**src/hdl/ppfm_pkg.sv**
```systemverilog
`timescale 1ns / 1ps
`default_nettype none

package ppfm_pkg;

  localparam int unsigned DEBOUNCE_COUNT_DEF = 100;

  localparam int unsigned CFG_ADDR_W = 4;
  localparam int unsigned CFG_DATA_W = 32;

  // register indexes
  localparam logic [1:0] REG_THROTTLE_OFFSET     = 2'd0;
  localparam logic [1:0] REG_THROTTLE_DIFF_LIMIT = 2'd1;
  localparam logic [1:0] REG_BRAKE_DIFF_LIMIT    = 2'd2;
  localparam logic [1:0] REG_RESET_GRACE_MS      = 2'd3;

  localparam logic [11:0] THROTTLE_OFFSET_RST     = 12'd0;
  localparam logic [11:0] THROTTLE_DIFF_LIMIT_RST = 12'd410;
  localparam logic [11:0] BRAKE_DIFF_LIMIT_RST    = 12'd410;
  localparam logic [31:0] RESET_GRACE_MS_RST      = 32'd1000;

  // command codes
  localparam logic CMD_TICK = 1'b0;
  localparam logic CMD_MSG  = 1'b1;

  // decoded bus message kinds
  localparam logic [1:0] MSG_RESET        = 2'd0;
  localparam logic [1:0] MSG_REMOTE_FATAL = 2'd1;
  localparam logic [1:0] MSG_CLEAR_ACK    = 2'd2;
  localparam logic [1:0] MSG_OTHER        = 2'd3;

  // fatal message codes
  localparam logic [1:0] FMSG_NONE    = 2'd0;
  localparam logic [1:0] FMSG_FATAL   = 2'd1;
  localparam logic [1:0] FMSG_CONSENT = 2'd2;

  // x * 2.2 = floor(x * 11 * 52429 / 2^18), exact for x * 11 below 2^18
  localparam logic [19:0] SCALE_MUL   = 20'd576719;
  localparam int unsigned SCALE_SHIFT = 18;

  localparam int unsigned IN_DATA_W  = 96;
  localparam int unsigned OUT_DATA_W = 56;

  typedef struct packed {
    logic [11:0] throttle_offset;
    logic [11:0] throttle_diff_limit;
    logic [11:0] brake_diff_limit;
    logic [31:0] reset_grace_ms;
  } cfg_t;

  // last field (throttle_a) in the lowest bits
  typedef struct packed {
    logic [1:0]  message_kind;
    logic [31:0] now_ms;
    logic        nr_pin_low;
    logic        bspd_pin_low;
    logic [11:0] current_raw;
    logic [11:0] brake_b;
    logic [11:0] brake_a;
    logic [11:0] throttle_b;
    logic [11:0] throttle_a;
  } in_data_t;

  typedef struct packed {
    logic [6:0]  pad;
    logic        clear_request;
    logic [1:0]  fatal_message;
    logic        fatal_fault;
    logic        recoverable_fault;
    logic        bppc_fault;
    logic        bspd_fault;
    logic [3:0]  pedal_status;
    logic [11:0] current;
    logic [11:0] brake;
    logic [13:0] throttle;
  } out_data_t;

  typedef struct packed {
    logic [13:0] throttle;
    logic [11:0] brake;
    logic        t_mm;
    logic        b_mm;
    logic        t_pr;
    logic        b_pr;
  } pedal_t;

  typedef struct packed {
    logic       bspd;
    logic       bppc;
    logic       rec;
    logic       fatal;
    logic [1:0] fmsg;
    logic       clear_req;
  } fault_t;

  typedef struct packed {
    logic tick;
    logic msg;
  } step_t;

endpackage

`default_nettype wire

```
**src/hdl/pedal_plausibility_fault_monitor.sv**
```systemverilog
// pedal plausibility and fault monitor
// in_* stream: one transaction per sample tick (in_tuser = 0) or decoded bus
//   message (in_tuser = 1). a tick gives exactly one out_* transaction, a
//   message only updates the fault state and gives none.
// cfg_* port: apb-style writes to the offset, mismatch limits and reset grace
//   time; pready is tied high. write only while the stream is idle.
// a tick's result reaches out_tvalid through the input register, then the
//   result register.
// throughput: one transaction per cycle while the result is not stalled; the
//   input register and the result register form a two-entry pipe, and the
//   fault state is updated as an item moves out of the input register.
// when out_tready is low the result holds, the item behind it waits in the
//   input register and in_tready drops once both are full; messages still
//   drain past a stalled result.
// reset (rst_n low, synchronous) empties both registers, clears all latched
//   faults and the debounce count and reloads the register defaults.
`timescale 1ns / 1ps
`default_nettype none

module pedal_plausibility_fault_monitor #(
  parameter int unsigned DEBOUNCE_COUNT = ppfm_pkg::DEBOUNCE_COUNT_DEF
) (
  input  wire logic                               clk,
  input  wire logic                               rst_n,
  input  wire logic                               in_tvalid,
  output logic                                    in_tready,
  // throttle_a, throttle_b, brake_a, brake_b, current_raw, bspd_pin_low,
  // nr_pin_low, now_ms, message_kind
  input  wire logic [ppfm_pkg::IN_DATA_W-1:0]     in_tdata,
  // command
  input  wire logic                               in_tuser,
  output logic                                    out_tvalid,
  input  wire logic                               out_tready,
  // throttle, brake, current, pedal_status, bspd_fault, bppc_fault,
  // recoverable_fault, fatal_fault, fatal_message, clear_request, zero pad
  output logic      [ppfm_pkg::OUT_DATA_W-1:0]    out_tdata,
  input  wire logic                               cfg_psel,
  input  wire logic                               cfg_penable,
  input  wire logic                               cfg_pwrite,
  input  wire logic [ppfm_pkg::CFG_ADDR_W-1:0]    cfg_paddr,
  input  wire logic [ppfm_pkg::CFG_DATA_W-1:0]    cfg_pwdata,
  output logic      [ppfm_pkg::CFG_DATA_W-1:0]    cfg_prdata,
  output logic                                    cfg_pready
);
  import ppfm_pkg::*;

  cfg_t      cfg;
  pedal_t    ped;
  fault_t    flt;
  step_t     ctl;

  logic      s1_valid_r, s1_valid_nxt;
  logic      s1_cmd_r;
  in_data_t  s1_data_r;
  logic      out_valid_r, out_valid_nxt;
  out_data_t out_data_r;
  out_data_t res;

  logic      in_acc;
  logic      adv;
  logic      out_free;

  assign out_free = !out_valid_r || out_tready;
  assign adv      = s1_valid_r && ((s1_cmd_r == CMD_MSG) || out_free);
  assign in_tready = !s1_valid_r || adv;
  assign in_acc    = in_tvalid && in_tready;

  assign ctl.tick = adv && (s1_cmd_r == CMD_TICK);
  assign ctl.msg  = adv && (s1_cmd_r == CMD_MSG);

  ppfm_cfg u_cfg (
    .clk     (clk),
    .rst_n   (rst_n),
    .psel    (cfg_psel),
    .penable (cfg_penable),
    .pwrite  (cfg_pwrite),
    .paddr   (cfg_paddr),
    .pwdata  (cfg_pwdata),
    .prdata  (cfg_prdata),
    .pready  (cfg_pready),
    .cfg     (cfg)
  );

  ppfm_pedal u_pedal (
    .item (s1_data_r),
    .cfg  (cfg),
    .ped  (ped)
  );

  ppfm_fault #(
    .DEBOUNCE_COUNT (DEBOUNCE_COUNT)
  ) u_fault (
    .clk   (clk),
    .rst_n (rst_n),
    .ctl   (ctl),
    .item  (s1_data_r),
    .ped   (ped),
    .cfg   (cfg),
    .flt   (flt)
  );

  always_comb begin
    res.pad               = '0;
    res.clear_request     = flt.clear_req;
    res.fatal_message     = flt.fmsg;
    res.fatal_fault       = flt.fatal;
    res.recoverable_fault = flt.rec;
    res.bppc_fault        = flt.bppc;
    res.bspd_fault        = flt.bspd;
    res.pedal_status      = {ped.t_mm, ped.b_mm, ped.t_pr, ped.b_pr};
    res.current           = s1_data_r.current_raw;
    res.brake             = ped.brake;
    res.throttle          = ped.throttle;
  end

  always_comb begin
    s1_valid_nxt = s1_valid_r;
    if (in_acc) begin
      s1_valid_nxt = 1'b1;
    end else if (adv) begin
      s1_valid_nxt = 1'b0;
    end
    out_valid_nxt = out_valid_r;
    if (ctl.tick) begin
      out_valid_nxt = 1'b1;
    end else if (out_tready) begin
      out_valid_nxt = 1'b0;
    end
  end

  always_ff @(posedge clk) begin
    if (!rst_n) begin
      s1_valid_r  <= 1'b0;
      out_valid_r <= 1'b0;
    end else begin
      s1_valid_r  <= s1_valid_nxt;
      out_valid_r <= out_valid_nxt;
    end
  end

  always_ff @(posedge clk) begin
    if (in_acc) begin
      s1_data_r <= in_data_t'(in_tdata);
      s1_cmd_r  <= in_tuser;
    end
    if (ctl.tick) begin
      out_data_r <= res;
    end
  end

  assign out_tvalid = out_valid_r;
  assign out_tdata  = out_data_r;

endmodule

`default_nettype wire

```
**src/hdl/ppfm_cfg.sv**
```systemverilog
`timescale 1ns / 1ps
`default_nettype none

module ppfm_cfg (
  input  wire logic                              clk,
  input  wire logic                              rst_n,
  input  wire logic                              psel,
  input  wire logic                              penable,
  input  wire logic                              pwrite,
  input  wire logic [ppfm_pkg::CFG_ADDR_W-1:0]   paddr,
  input  wire logic [ppfm_pkg::CFG_DATA_W-1:0]   pwdata,
  output logic      [ppfm_pkg::CFG_DATA_W-1:0]   prdata,
  output logic                                   pready,
  output ppfm_pkg::cfg_t                         cfg
);
  import ppfm_pkg::*;

  cfg_t       cfg_r;
  cfg_t       cfg_nxt;
  logic       wr_en;
  logic [1:0] reg_idx;

  assign pready  = 1'b1;
  assign wr_en   = psel & penable & pwrite & pready;
  assign reg_idx = paddr[3:2];

  always_comb begin
    cfg_nxt = cfg_r;
    if (wr_en) begin
      case (reg_idx)
        REG_THROTTLE_OFFSET:     cfg_nxt.throttle_offset     = pwdata[11:0];
        REG_THROTTLE_DIFF_LIMIT: cfg_nxt.throttle_diff_limit = pwdata[11:0];
        REG_BRAKE_DIFF_LIMIT:    cfg_nxt.brake_diff_limit    = pwdata[11:0];
        REG_RESET_GRACE_MS:      cfg_nxt.reset_grace_ms      = pwdata[31:0];
        default: ;
      endcase
    end
  end

  always_comb begin
    case (reg_idx)
      REG_THROTTLE_OFFSET:     prdata = {20'd0, cfg_r.throttle_offset};
      REG_THROTTLE_DIFF_LIMIT: prdata = {20'd0, cfg_r.throttle_diff_limit};
      REG_BRAKE_DIFF_LIMIT:    prdata = {20'd0, cfg_r.brake_diff_limit};
      REG_RESET_GRACE_MS:      prdata = cfg_r.reset_grace_ms;
      default:                 prdata = '0;
    endcase
  end

  always_ff @(posedge clk) begin
    if (!rst_n) begin
      cfg_r.throttle_offset     <= THROTTLE_OFFSET_RST;
      cfg_r.throttle_diff_limit <= THROTTLE_DIFF_LIMIT_RST;
      cfg_r.brake_diff_limit    <= BRAKE_DIFF_LIMIT_RST;
      cfg_r.reset_grace_ms      <= RESET_GRACE_MS_RST;
    end else begin
      cfg_r <= cfg_nxt;
    end
  end

  assign cfg = cfg_r;

endmodule

`default_nettype wire

```
**src/hdl/ppfm_pedal.sv**
```systemverilog
`timescale 1ns / 1ps
`default_nettype none

module ppfm_pedal (
  input  ppfm_pkg::in_data_t item,
  input  ppfm_pkg::cfg_t     cfg,
  output ppfm_pkg::pedal_t   ped
);
  import ppfm_pkg::*;

  logic [12:0] t_sum;
  logic [12:0] b_sum;
  logic [11:0] t_avg;
  logic [11:0] t_net;
  logic [31:0] t_prod;
  logic [11:0] t_diff;
  logic [11:0] b_diff;

  always_comb begin
    t_sum = {1'b0, item.throttle_a} + {1'b0, item.throttle_b};
    b_sum = {1'b0, item.brake_a} + {1'b0, item.brake_b};
    t_avg = t_sum[12:1];
    // clamp at zero when the dead band covers the average
    t_net = (t_avg > cfg.throttle_offset) ? (t_avg - cfg.throttle_offset) : 12'd0;
    t_prod = {20'd0, t_net} * {12'd0, SCALE_MUL};

    t_diff = (item.throttle_a > item.throttle_b) ? (item.throttle_a - item.throttle_b)
                                                 : (item.throttle_b - item.throttle_a);
    b_diff = (item.brake_a > item.brake_b) ? (item.brake_a - item.brake_b)
                                           : (item.brake_b - item.brake_a);

    ped.throttle = t_prod[SCALE_SHIFT +: 14];
    ped.brake    = b_sum[12:1];
    ped.t_mm     = t_diff > cfg.throttle_diff_limit;
    ped.b_mm     = b_diff > cfg.brake_diff_limit;
    ped.t_pr     = t_net != 12'd0;
    ped.b_pr     = b_sum[12:1] != 12'd0;
  end

endmodule

`default_nettype wire

```
**src/hdl/ppfm_fault.sv**
```systemverilog
`timescale 1ns / 1ps
`default_nettype none

module ppfm_fault #(
  parameter int unsigned DEBOUNCE_COUNT = ppfm_pkg::DEBOUNCE_COUNT_DEF
) (
  input  wire logic          clk,
  input  wire logic          rst_n,
  input  ppfm_pkg::step_t    ctl,
  input  ppfm_pkg::in_data_t item,
  input  ppfm_pkg::pedal_t   ped,
  input  ppfm_pkg::cfg_t     cfg,
  output ppfm_pkg::fault_t   flt
);
  import ppfm_pkg::*;

  localparam int unsigned CNT_W = $clog2(DEBOUNCE_COUNT + 1);
  localparam logic [CNT_W-1:0] CNT_MAX = CNT_W'(DEBOUNCE_COUNT);

  logic [CNT_W-1:0] cnt_r, cnt_nxt;
  logic             pin_lat_r, pin_lat_nxt;
  logic             bspd_r, bspd_nxt;
  logic             bppc_lat_r, bppc_lat_nxt;
  logic             prev_t_r, prev_t_nxt;
  logic             prev_b_r, prev_b_nxt;
  logic             seen_r, seen_nxt;
  logic             clr_r, clr_nxt;
  logic             win_r, win_nxt;
  logic [31:0]      win_start_r, win_start_nxt;
  logic             remote_r, remote_nxt;

  logic             bppc;
  logic             rec;
  logic             pin_fault;
  logic             fatal;
  logic [31:0]      elapsed;

  always_comb begin
    cnt_nxt       = cnt_r;
    pin_lat_nxt   = pin_lat_r;
    bspd_nxt      = bspd_r;
    bppc_lat_nxt  = bppc_lat_r;
    prev_t_nxt    = prev_t_r;
    prev_b_nxt    = prev_b_r;
    seen_nxt      = seen_r;
    clr_nxt       = clr_r;
    win_nxt       = win_r;
    win_start_nxt = win_start_r;
    remote_nxt    = remote_r;
    pin_fault     = 1'b0;

    bppc    = bppc_lat_r ? prev_t_r : (prev_t_r & prev_b_r);
    rec     = ped.t_mm | ped.b_mm | bppc;
    elapsed = item.now_ms - win_start_r;

    if (ctl.tick) begin
      bspd_nxt     = bspd_r | item.bspd_pin_low;
      bppc_lat_nxt = bppc;
      seen_nxt     = rec;
      // a fault that has gone away asks for a clear notice
      if (seen_r && !rec) begin
        clr_nxt = 1'b1;
      end
      if (!win_r) begin
        if (pin_lat_r) begin
          pin_fault = 1'b1;
        end else if (item.nr_pin_low && (cnt_r < CNT_MAX)) begin
          cnt_nxt = cnt_r + CNT_W'(1);
        end else begin
          cnt_nxt = '0;
          if (item.nr_pin_low) begin
            pin_lat_nxt = 1'b1;
            pin_fault   = 1'b1;
          end
        end
      end else begin
        pin_lat_nxt = 1'b0;
        if (elapsed > cfg.reset_grace_ms) begin
          win_nxt = 1'b0;
        end
      end
      prev_t_nxt = ped.t_pr;
      prev_b_nxt = ped.b_pr;
      remote_nxt = 1'b0;
    end

    if (ctl.msg) begin
      case (item.message_kind)
        MSG_RESET: begin
          if (!win_r) begin
            win_nxt       = 1'b1;
            win_start_nxt = item.now_ms;
          end
        end
        MSG_REMOTE_FATAL: remote_nxt = 1'b1;
        MSG_CLEAR_ACK:    clr_nxt    = 1'b0;
        default: ;
      endcase
    end

    fatal = win_r ? bspd_nxt : (bspd_nxt | pin_fault | remote_r);

    flt.bspd      = bspd_nxt;
    flt.bppc      = bppc;
    flt.rec       = rec;
    flt.fatal     = fatal;
    flt.fmsg      = fatal ? FMSG_FATAL : (win_r ? FMSG_CONSENT : FMSG_NONE);
    flt.clear_req = clr_nxt;
  end

  always_ff @(posedge clk) begin
    if (!rst_n) begin
      cnt_r       <= '0;
      pin_lat_r   <= 1'b0;
      bspd_r      <= 1'b0;
      bppc_lat_r  <= 1'b0;
      prev_t_r    <= 1'b0;
      prev_b_r    <= 1'b0;
      seen_r      <= 1'b0;
      clr_r       <= 1'b0;
      win_r       <= 1'b0;
      win_start_r <= '0;
      remote_r    <= 1'b0;
    end else begin
      cnt_r       <= cnt_nxt;
      pin_lat_r   <= pin_lat_nxt;
      bspd_r      <= bspd_nxt;
      bppc_lat_r  <= bppc_lat_nxt;
      prev_t_r    <= prev_t_nxt;
      prev_b_r    <= prev_b_nxt;
      seen_r      <= seen_nxt;
      clr_r       <= clr_nxt;
      win_r       <= win_nxt;
      win_start_r <= win_start_nxt;
      remote_r    <= remote_nxt;
    end
  end

endmodule

`default_nettype wire

```
**config.mk**
```make
export PLATFORM = sky130hd
export DESIGN_NAME = pedal_plausibility_fault_monitor
export DESIGN_NICKNAME = d
export VERILOG_FILES = /design/src/hdl/ppfm_pkg.sv /design/src/hdl/pedal_plausibility_fault_monitor.sv /design/src/hdl/ppfm_cfg.sv /design/src/hdl/ppfm_pedal.sv /design/src/hdl/ppfm_fault.sv
export SDC_FILE = /design/constraint.sdc
export NUM_CORES = 1
export LEC_CHECK = 0
export BUFFER_PORTS_ARGS = -buffer_cell sky130_fd_sc_hd__buf_2
export CAP_MARGIN = 20
export CELL_PAD_IN_SITES_DETAIL_PLACEMENT = 0
export CELL_PAD_IN_SITES_GLOBAL_PLACEMENT = 1
export CORE_UTILIZATION = 50
export CTS_CLUSTER_SIZE = 14
export DETAILED_ROUTE_END_ITERATION = 6
export GPL_ROUTABILITY_DRIVEN = 0
export PLACE_DENSITY = 0.88
export SYNTH_ARGS = -nofsm -noshare
export SYNTH_HDL_FRONTEND = slang
export SYNTH_HIERARCHICAL = 1
export SYNTH_SLANG_ARGS = --single-unit
```
**constraint.sdc**
```tcl
create_clock -name clk -period 19.3 [get_ports clk]
set_clock_uncertainty 0.05 [all_clocks]
set_input_delay 1.93 -clock clk [delete_from_list [all_inputs] [get_ports clk]]
set_output_delay 1.93 -clock clk [all_outputs]
set_load 0.01 [all_outputs]
```
**Yosys cells after proc, flatten, opt, wreduce, memory -nomap -nowiden**

Cells that the tools add are included.

- $mul: 1
- Multiplexer cells: 31
- Add/sub/neg operators: 9
- Reduce and logical (&&, ||, !) cells: 24
- Magnitude comparators: 7
- Bitwise operators: 11
- Eq/ne operators: 5

Operator list:

| kind | number |
|---|---|
| case mux 32 bit (4 select lines) | 1 |
| greater-than comparator 12 bit | 5 |
| subtractor 12 bit | 5 |
| two-way mux 12 bit | 3 |
| greater-than comparator 32 bit | 1 |
| multiplier 12 x 20 -> 32 bit, second input constant | 1 |
| subtractor 32 bit | 1 |
| adder 12 x 12 -> 13 bit | 2 |
| two-way mux 1 bit | 25 |
| nonzero test 12 bit | 2 |
| AND reduction 2 bit | 4 |
| adder 7 x 1 -> 7 bit, second input constant | 1 |
| < comparator 7 bit, second input constant | 1 |
| two-way mux 7 bit | 1 |
| equality test 2 bit, second input constant | 3 |
| logical AND 1 bit | 6 |
| AND reduction 3 bit | 2 |
| bitwise OR 1 bit | 5 |
| equality test 2 x 1 -> 1 bit, second input constant | 2 |
| zero test 2 bit | 2 |
| nonzero test 2 bit | 2 |
| bitwise AND 1 bit | 3 |
| zero test 1 bit | 3 |
| logical OR 1 bit | 3 |
| other kinds (2) | 4 |

- Flip-flop bits (word level): 264
- Word-level logic and storage cells: 125
- Output and inout port bits: 91
- Input bits: 140

**Longest topological paths before layout**

Gate-level depths: netlist (run 1).

- Depth in word-level cells: 11
- Depth in mapped cells: 39

**Cells and area by module**

The synthesis (run 1) kept the hierarchy.

Modules (own cells, without submodules):

| module | area an instance (µm²) | instances | cells an instance | seq. area each (µm²) |
|---|---|---|---|---|
| ppfm_pedal | 7911.3 | 1 | 988 | 0.0 |
| ppfm_fault | 4550.6 | 1 | 602 | 960.9 |
| pedal_plausibility_fault_monitor | 4543.1 | 1 | 165 | 4424.2 |
| ppfm_cfg | 3101.7 | 1 | 316 | 1361.3 |

**Worst setup path after synthesis (run 1)**

No wires, ideal clock.

- Path type: register to register
- From: register s1_data_r[14] in the netlist's numbering
- To: register out_data_r (netlist bit out_tdata[10]) (data pin)
- Path slack: 10944 ps
- Arrival time: 8042 ps
- Stages on the path, launching flop included: 38
- Required time: 18986 ps
- Cells stage by stage: edfxtp_1 -> ha_1 -> clkbuf_1 -> inv_1 -> a21oi_1 -> o21a_1 -> o21ba_2 -> o31ai_1 -> a2111oi_0 -> xor2_1 -> ha_1 -> and3_1 -> clkbuf_1 -> a31oi_1 -> o21ai_0 -> a41oi_1 -> xnor2_1 -> and2_1 -> [... 2 more ...] -> ha_1 -> a31oi_1 -> xnor2_1 -> ha_1 -> o21ba_2 -> fa_1 -> inv_1 -> fa_1 -> inv_1 -> fa_1 -> inv_1 -> ha_1 -> a21o_1 -> a311oi_1 -> o21ai_0 -> a31oi_1 -> a21oi_1 -> o41a_1

RTL lines:

| item | line | source |
|---|---|---|
| from (decl) | pedal_plausibility_fault_monitor.sv:54 | `in_data_t s1_data_r;` |
| from (signal assigned) | pedal_plausibility_fault_monitor.sv:143 | `s1_data_r <= in_data_t'(in_tdata);` |
| to (signal assigned) | pedal_plausibility_fault_monitor.sv:147 | `out_data_r <= res;` |
| to (decl) | pedal_plausibility_fault_monitor.sv:56 | `out_data_t out_data_r;` |

==> results of run 1 <==
[area by class of cell]
type | count | area, um2 | share of cell area
Multi-Input combinational cell | 1444 | 11900 | 0.527
Sequential cell | 264 | 6750 | 0.300
Timing Repair Buffer | 229 | 1180 | 0.0526
Inverter | 281 | 1050 | 0.0468
Clock buffer | 35 | 790 | 0.0351
Tap cell | 525 | 657 | 0.0292
Clock inverter | 21 | 210 | 0.00933
Antenna cell | 3 | 7.51 | 0.000333
[cells in the mapped netlist, types with 6 or more instances]
| library cell | instances | area (um2) |
|---|---|---|
| a211o_1 | 6 | 52.6 |
| a211oi_1 | 10 | 75.1 |
| a21boi_0 | 39 | 293 |
| a21o_1 | 70 | 526 |
| a21oi_1 | 104 | 521 |
| a221oi_1 | 6 | 52.6 |
| a31oi_1 | 26 | 163 |
| and2_1 | 22 | 138 |
| and3_1 | 29 | 181 |
| buf_2 | 12 | 60.1 |
| buf_4 | 19 | 143 |
| buf_6 | 8 | 90.1 |
| clkbuf_1 | 45 | 169 |
| dfxtp_1 | 118 | 2360 |
| edfxtp_1 | 146 | 4380 |
| fa_1 | 67 | 1340 |
| ha_1 | 260 | 3250 |
| inv_1 | 281 | 1050 |
| mux2i_1 | 78 | 781 |
| mux4_2 | 12 | 270 |
| nand2_1 | 202 | 758 |
| nand2b_1 | 14 | 87.6 |
| nand3_1 | 17 | 85.1 |
| nand4_1 | 27 | 169 |
| nor2_1 | 71 | 267 |
| nor2b_1 | 40 | 250 |
| nor3_1 | 27 | 135 |
| o211ai_1 | 15 | 113 |
| o21a_1 | 16 | 120 |
| o21ai_0 | 56 | 280 |
| o21bai_1 | 13 | 97.6 |
| or2_2 | 6 | 37.5 |
| or3_1 | 6 | 37.5 |
| or4_1 | 7 | 52.6 |
| xnor2_1 | 58 | 508 |
| xor2_1 | 40 | 350 |
[worst max-delay path: cells and delay by family, from the launching register on]
| kind | cells | cell delay [ns] |
|---|---|---|
| flops | 1 | 0.42 |
| xor+xnor | 2 | 0.32 |
| fa+ha+maj | 10 | 3.62 |
| simple gates | 2 | 0.57 |
| buf+inv | 4 | 0.25 |
| compound gates | 17 | 4.00 |
[kinds of logic (layout without fill, tap and decap cells)]
family          after synthesis  in the layout  synth area share
simple gates                500            500             0.123
compound gates              419            419             0.141
buf+inv                     369            566            0.0762
fa+ha+maj                   327            327             0.229
flops                       264            264             0.336
xor+xnor                     98             98            0.0427
mux                          92             92            0.0534
other cells                   2             11          0.000374
[final timing paths]
kind                                        startpoint                 endpoint  slack [ns]  cells past startpoint
worst max-delay path            s1_data_r[0]$_DFFE_PP_  out_tdata[10]$_DFFE_PP_        9.80                     35
worst min-delay path                 res[37]$_DFFE_PP_  out_tdata[37]$_DFFE_PP_        0.36                      0
worst max register to register  s1_data_r[0]$_DFFE_PP_  out_tdata[10]$_DFFE_PP_        9.80                     35
worst min register to register       res[37]$_DFFE_PP_  out_tdata[37]$_DFFE_PP_        0.36                      0
[layer usage]
metal	wire length, um	part of all wire	GRT usage	vias up
met1	20500	0.43	0.287	7221
li1	-	-	-	7511
met3	2120	0.045	0.0323	88
met5	41	0.00087	0	-
met2	23100	0.49	0.398	386
met4	1380	0.029	0.0730	6
[per-stage QoR]
stage | hold slack, ns | util | setup slack, ns
4_1_cts | 0.367 | 0.566 | 9.85
2_1_floorplan | 0.350 | - | 10.94
6_report | 0.365 | 0.567 | 9.80
3_5_place_dp | 0.355 | 0.541 | 9.89
3_3_place_gp | 0.350 | 0.541 | 10.05
5_1_grt | 0.372 | 0.567 | 9.28
[state kept, by name, summed over array words and instances (netlist names), 7 cells and up]
signal / count
s1_data_r: 84
u_cfg/cfg: 68
out_tdata: 49
u_fault/win_start_r: 32
res: 12
u_fault/cnt_r: 7
==> qor.txt, run 1 <==
status = finished clean
Die ar. = 41000 um2
gr usage total = 0.227
Setup crit end kind = flop
post_cts resized = 0
most frequent cells in the layout = 281 x inv_1, 260 x ha_1, 219 x buf_2, 202 x nand2_1, 146 x edfxtp_1
Die Span X = 203 um
ys flop type = edfxtp_1
Yosys reg bits = 264
CTS H-Tree Depth = 1
Vias = 15200
startpoint class of the critical path = flop
endpoints failing hold = 0
Post-CTS Setup Bufs = 0
die height = 203 um
Crit Path Max Fanout = 20
row count = 73
Final Non-Filler Cells = 2802
Antenna Nets Post-Route = 0
first-pass GRT wire length = 75.3 mm
CP Class = flop to flop
synthesized area = 20100 um2
number of synthesized flops with an enable pin = 146
fin. max-slew vios = 0
drt initial violations = 836
commonest non-fill, non-tap cell in the layout = inv_1
drt drc = 0
IO Count = 231
initial antenna violation count = 5
vias in the first global route = 15100
Max transition margin = 0.389
Clock transition at path regs = 0.06 ns
fin crit period = 9.50 ns
port bufs = 220
CP max stage cell = a2111oi_0
CP arrival = 9.77 ns
Fmax = 105 MHz
syn avg cell area = 9.71 um2
Clk Tree Root Cell = clkbuf_16
TritonRoute pass-1 iters = 5
final WL = 47.1 mm
share of cells above drive strength 1 = 0.145
unrepaired setup endpoints after global routing = false
Final period util = 0.492
Routed WL per cell = 16.8 um
setup TNS = 0 ns
Seq/Total Area, Yosys = 0.336
Async S/R FF share, synth = 0
Finished Cell Area = 22500 um2
fillcell total = 3560
CP peak stage delay = 0.54 ns
nets = 2717
total CTS buffers = 30
Clock Path Buffers = 3
synth warn = 6
max_cap viols = 0
Clk Latency, worst-skew pair = 0.59 ns
Initial Util = 0.506
post-synth cell types = 85
min-delay worst type = flop to flop
TritonCTS clock tree = done
Mapped Cells = 2071
gr ovfl total = 0
placed cell count = 2742
required time worst endpoint = 19.57 ns
largest net degree at the start of global routing = 97
TritonCTS sink count = 264
Hold Buf Count CTS = 0
Critical Path Most Common Cell = ha_1
actual slew at the worst max-slew pin = 0.916 ns
area grow syn2layout = 12.0%
Post-DP Area = 21500 um2
vias per inst = 5.43
post-DP HPWL = 37.4 mm
core area = 39700 um2
setup violators final = 0
Power of run 1 is not shown: default switching activity piles up to over one toggle a cycle in this logic, so the estimate is an artifact.
==> inputs of run 2 (changes only) <==
- ABC_AREA: unset -> 1
- CORE_UTILIZATION: 50 -> 45
- PLACE_DENSITY: 0.88 -> 0.83
- clock period: 19.3 -> 9.39 ns (I/O delays scaled with it)
==> run 2 against run 1 <==
Hold slack better by 0.0041 ns; synthesized cell count is 36% higher; worst setup slack got worse by 8.5 ns; critical path depth is 6 higher; utilization shrank 5.4 points; area after synthesis is 7.3% higher; non-clock buffer count grew 1; highest routed layer is now met4; global-route usage decreased by 0.55 points.
==> qor.txt, run 2 <==
Simple-Gate Fraction of Synth Area = 0.224 (+0.101)
CP peak stage delay = 0.53 ns (about the same)
count leader, synth = nand2_1
Mapped Cells = 2819 (+36%)
most flop-heavy register = s1_data_r
Clock Path Buffers = 3 (unchanged)
setup TNS = 0 ns (unchanged)
Final period util = 0.857 (+0.364)
vias per inst = 4.99 (-8.2%)
Post-DP Area = 23100 um2 (+7.4%)
Initial Util = 0.460 (-0.0464)
Clock transition at path regs = 0.06 ns (about the same)
CP Class = flop to flop
Crit Path Max Fanout = 10 (-50%)
post-synth cell types = 55 (-35%)
Final WS setup = 1.35 ns (-8.45 ns)
Post-synth top cells = 563 x nand2_1, 527 x inv_1, 316 x nor2_1
required time worst endpoint = 9.67 ns (-9.90 ns)
synthesized area = 21600 um2 (+7.3%)
post-DP HPWL = 44.0 mm (+18%)
Reg2Reg Setup Slack = 1.35 ns (-8.45 ns)
TritonRoute pass-1 iters = 7 (+2)
Yosys reg bits = 264 (unchanged)
Seq/Total Area, Yosys = 0.313 (-0.0229)
TritonCTS clock tree = done
status = finished clean
Critical Path Most Common Cell = inv_1
first-pass GRT wire length = 89.2 mm (+18%)
Fmax = 124 MHz (+18%)
CP max stage cell = fa_1
final core utilization = 0.513 (-0.0540)
Die Span X = 221 um (+9.1%)
actual slew at the worst max-slew pin = 1.11 ns (+0.195 ns)
startpoint class of the critical path = flop
Routed WL per cell = 14.9 um (-11%)
nets = 3478 (+28%)
die height = 221 um (+9.1%)
Area contributors post-synth = edfxtp_1 20%, ha_1 15%, dfxtp_1 11%
drt initial violations = 1172 (+40%)
endpoints failing hold = 0 (unchanged)
total CTS buffers = 29 (-3.3%)
top-area cell type share of the netlist area = 0.203 (-0.0149)
syn avg cell area = 7.66 um2 (-21%)
vias in the first global route = 17900 (+18%)
most frequent cells in the layout = 563 x nand2_1, 527 x inv_1, 316 x nor2_1, 260 x ha_1, 220 x buf_2
area fraction in compound gates after synthesis = 0.0955 (-0.0451)
fin. max-slew vios = 0 (unchanged)
Clk Latency, worst-skew pair = 0.58 ns (about the same)
CP arrival = 8.33 ns (-1.44 ns)
post_cts resized = 0 (unchanged)
Max transition margin = 0.259 (-0.130)
R2R cell count = 41 (+17%)
CTS H-Tree Depth = 1 (unchanged)
gr ovfl total = 0 (unchanged)
CP Capture Point = out_tdata[4]$_DFFE_PP_
unrepaired setup endpoints after global routing = false
Hold Buf Count CTS = 0 (unchanged)
dpl ws = 1.31 ns (-8.58 ns)
largest net degree at the start of global routing = 109 (+12%)
gr usage total = 0.222 (-0.00548)
row count = 79 (+8.2%)
Setup crit end kind = flop
main combinational cell family by area after synthesis = simple AND/OR/NAND/NOR gates
min-delay worst type = flop to flop
Antenna Nets Post-Route = 0 (unchanged)
FF-to-FF End = out_tdata[4]$_DFFE_PP_
Die ar. = 48800 um2 (+19%)
IO Count = 231 (unchanged)
ys flop type = edfxtp_1
number of synthesized flops with an enable pin = 146 (unchanged)
Clk Tree Root Cell = clkbuf_16
worst reg2reg startpoint = s1_data_r[14]$_DFFE_PP_
Hold Crit Start = res[32]$_DFFE_PP_
initial antenna violation count = 2 (-3)
Synth Area in XOR/XNOR = 0.0373 (-0.00535)
number of flip-flops in the largest register = 84 (unchanged)
multiplexer share of the synthesized area = 0 (-0.0534)
Post-Synth Adder-Cell Area = 0.213 (-0.0156)
setup violators final = 0 (unchanged)
Vias = 18200 (+19%)
synth warn = 6 (unchanged)
Finished Cell Area = 24100 um2 (+6.9%)
max_cap viols = 0 (unchanged)
Post-CTS Setup Bufs = 0 (unchanged)
final WL = 54.4 mm (+16%)
commonest non-fill, non-tap cell in the layout = nand2_1
post-synth top area cell = edfxtp_1
core area = 47000 um2 (+18%)
TritonCTS sink count = 264 (unchanged)
fin crit period = 8.04 ns (-1.46 ns)
area grow syn2layout = 11.6%
share of cells above drive strength 1 = 0.114 (-0.0303)
Async S/R FF share, synth = 0 (unchanged)
Worst Setup SP = s1_data_r[14]$_DFFE_PP_
drt drc = 0 (unchanged)
port bufs = 220 (unchanged)
-- run 2: cell types whose count changed in the layout (fill, tap and decap cells not counted), sizes merged, moves of 24 or more --
cell and change:
a21boi -35, a21o -60, a21oi +90, and2 -24
and3 -30, inv +266, mux2i -78, nand2 +374
nand3 +156, nor2 +250, nor2b -40, o21ai +61
xnor2 -44, xor2 +38
-- run 2: logic make-up (layout without fill, tap and decap cells) --
kind of cell,after synthesis,in the layout
xor+xnor,92,92
other cells,2,10
buf+inv,620,829
simple gates,1144,1144
flops,264,264
compound gates,370,370
fa+ha+maj,327,327
-- run 2: how the worst min path moves through the flow --
stage                     cells past startpoint                 endpoint  slack [ns]
after floorplan                               0  out_tdata[26]$_DFFE_PP_        0.35
after global placement                        0  out_tdata[30]$_DFFE_PP_        0.35
after global routing                          0  out_tdata[34]$_DFFE_PP_        0.37
after CTS                                     0  out_tdata[30]$_DFFE_PP_        0.37
final                                         0  out_tdata[32]$_DFFE_PP_        0.37
after detailed placement                      0  out_tdata[27]$_DFFE_PP_        0.35
-- run 2: metrics by stage --
| stage | hold WS [ns] | instances |
|---|---|---|
| after floorplan | 0.350 | 2825 |
| after global placement | 0.351 | 3587 |
| after global routing | 0.375 | 3641 |
| final | 0.369 | 3643 |
| after detailed placement | 0.355 | 3587 |
| after CTS | 0.371 | 3641 |
-- run 2: layer usage --
layer | routed length [um] | share of wire | global-route usage
met1 | 24800 | 0.46 | 0.293
met2 | 26000 | 0.48 | 0.388
met3 | 2630 | 0.048 | 0.0228
met4 | 987 | 0.018 | 0.0510
met5 | 0 | 0 | 0
-- run 2: critical path: cells and delay by family (launching register included) --
family | cells | cell delay [ns]
adders and majority gates | 9 | 3.59
AOI/OAI and AO/OA | 8 | 1.60
and+or+nand+nor | 12 | 1.22
buffers and inverters | 11 | 0.73
DFF | 1 | 0.41
xor gates and xnor gates | 1 | 0.23
-- run 2: final cells by class --
cell class                 instances  area (um2)
fill                            4549       22900
multi-input combinational       1941       12300
sequential                       264        6750
inverter                         545        2050
timing repair buffer             230        1180
tap                              607         759
clock buffer                      34         744
clock inverter                    20         251
antenna                            2        5.00
Power of run 2 is left out for the same reason.
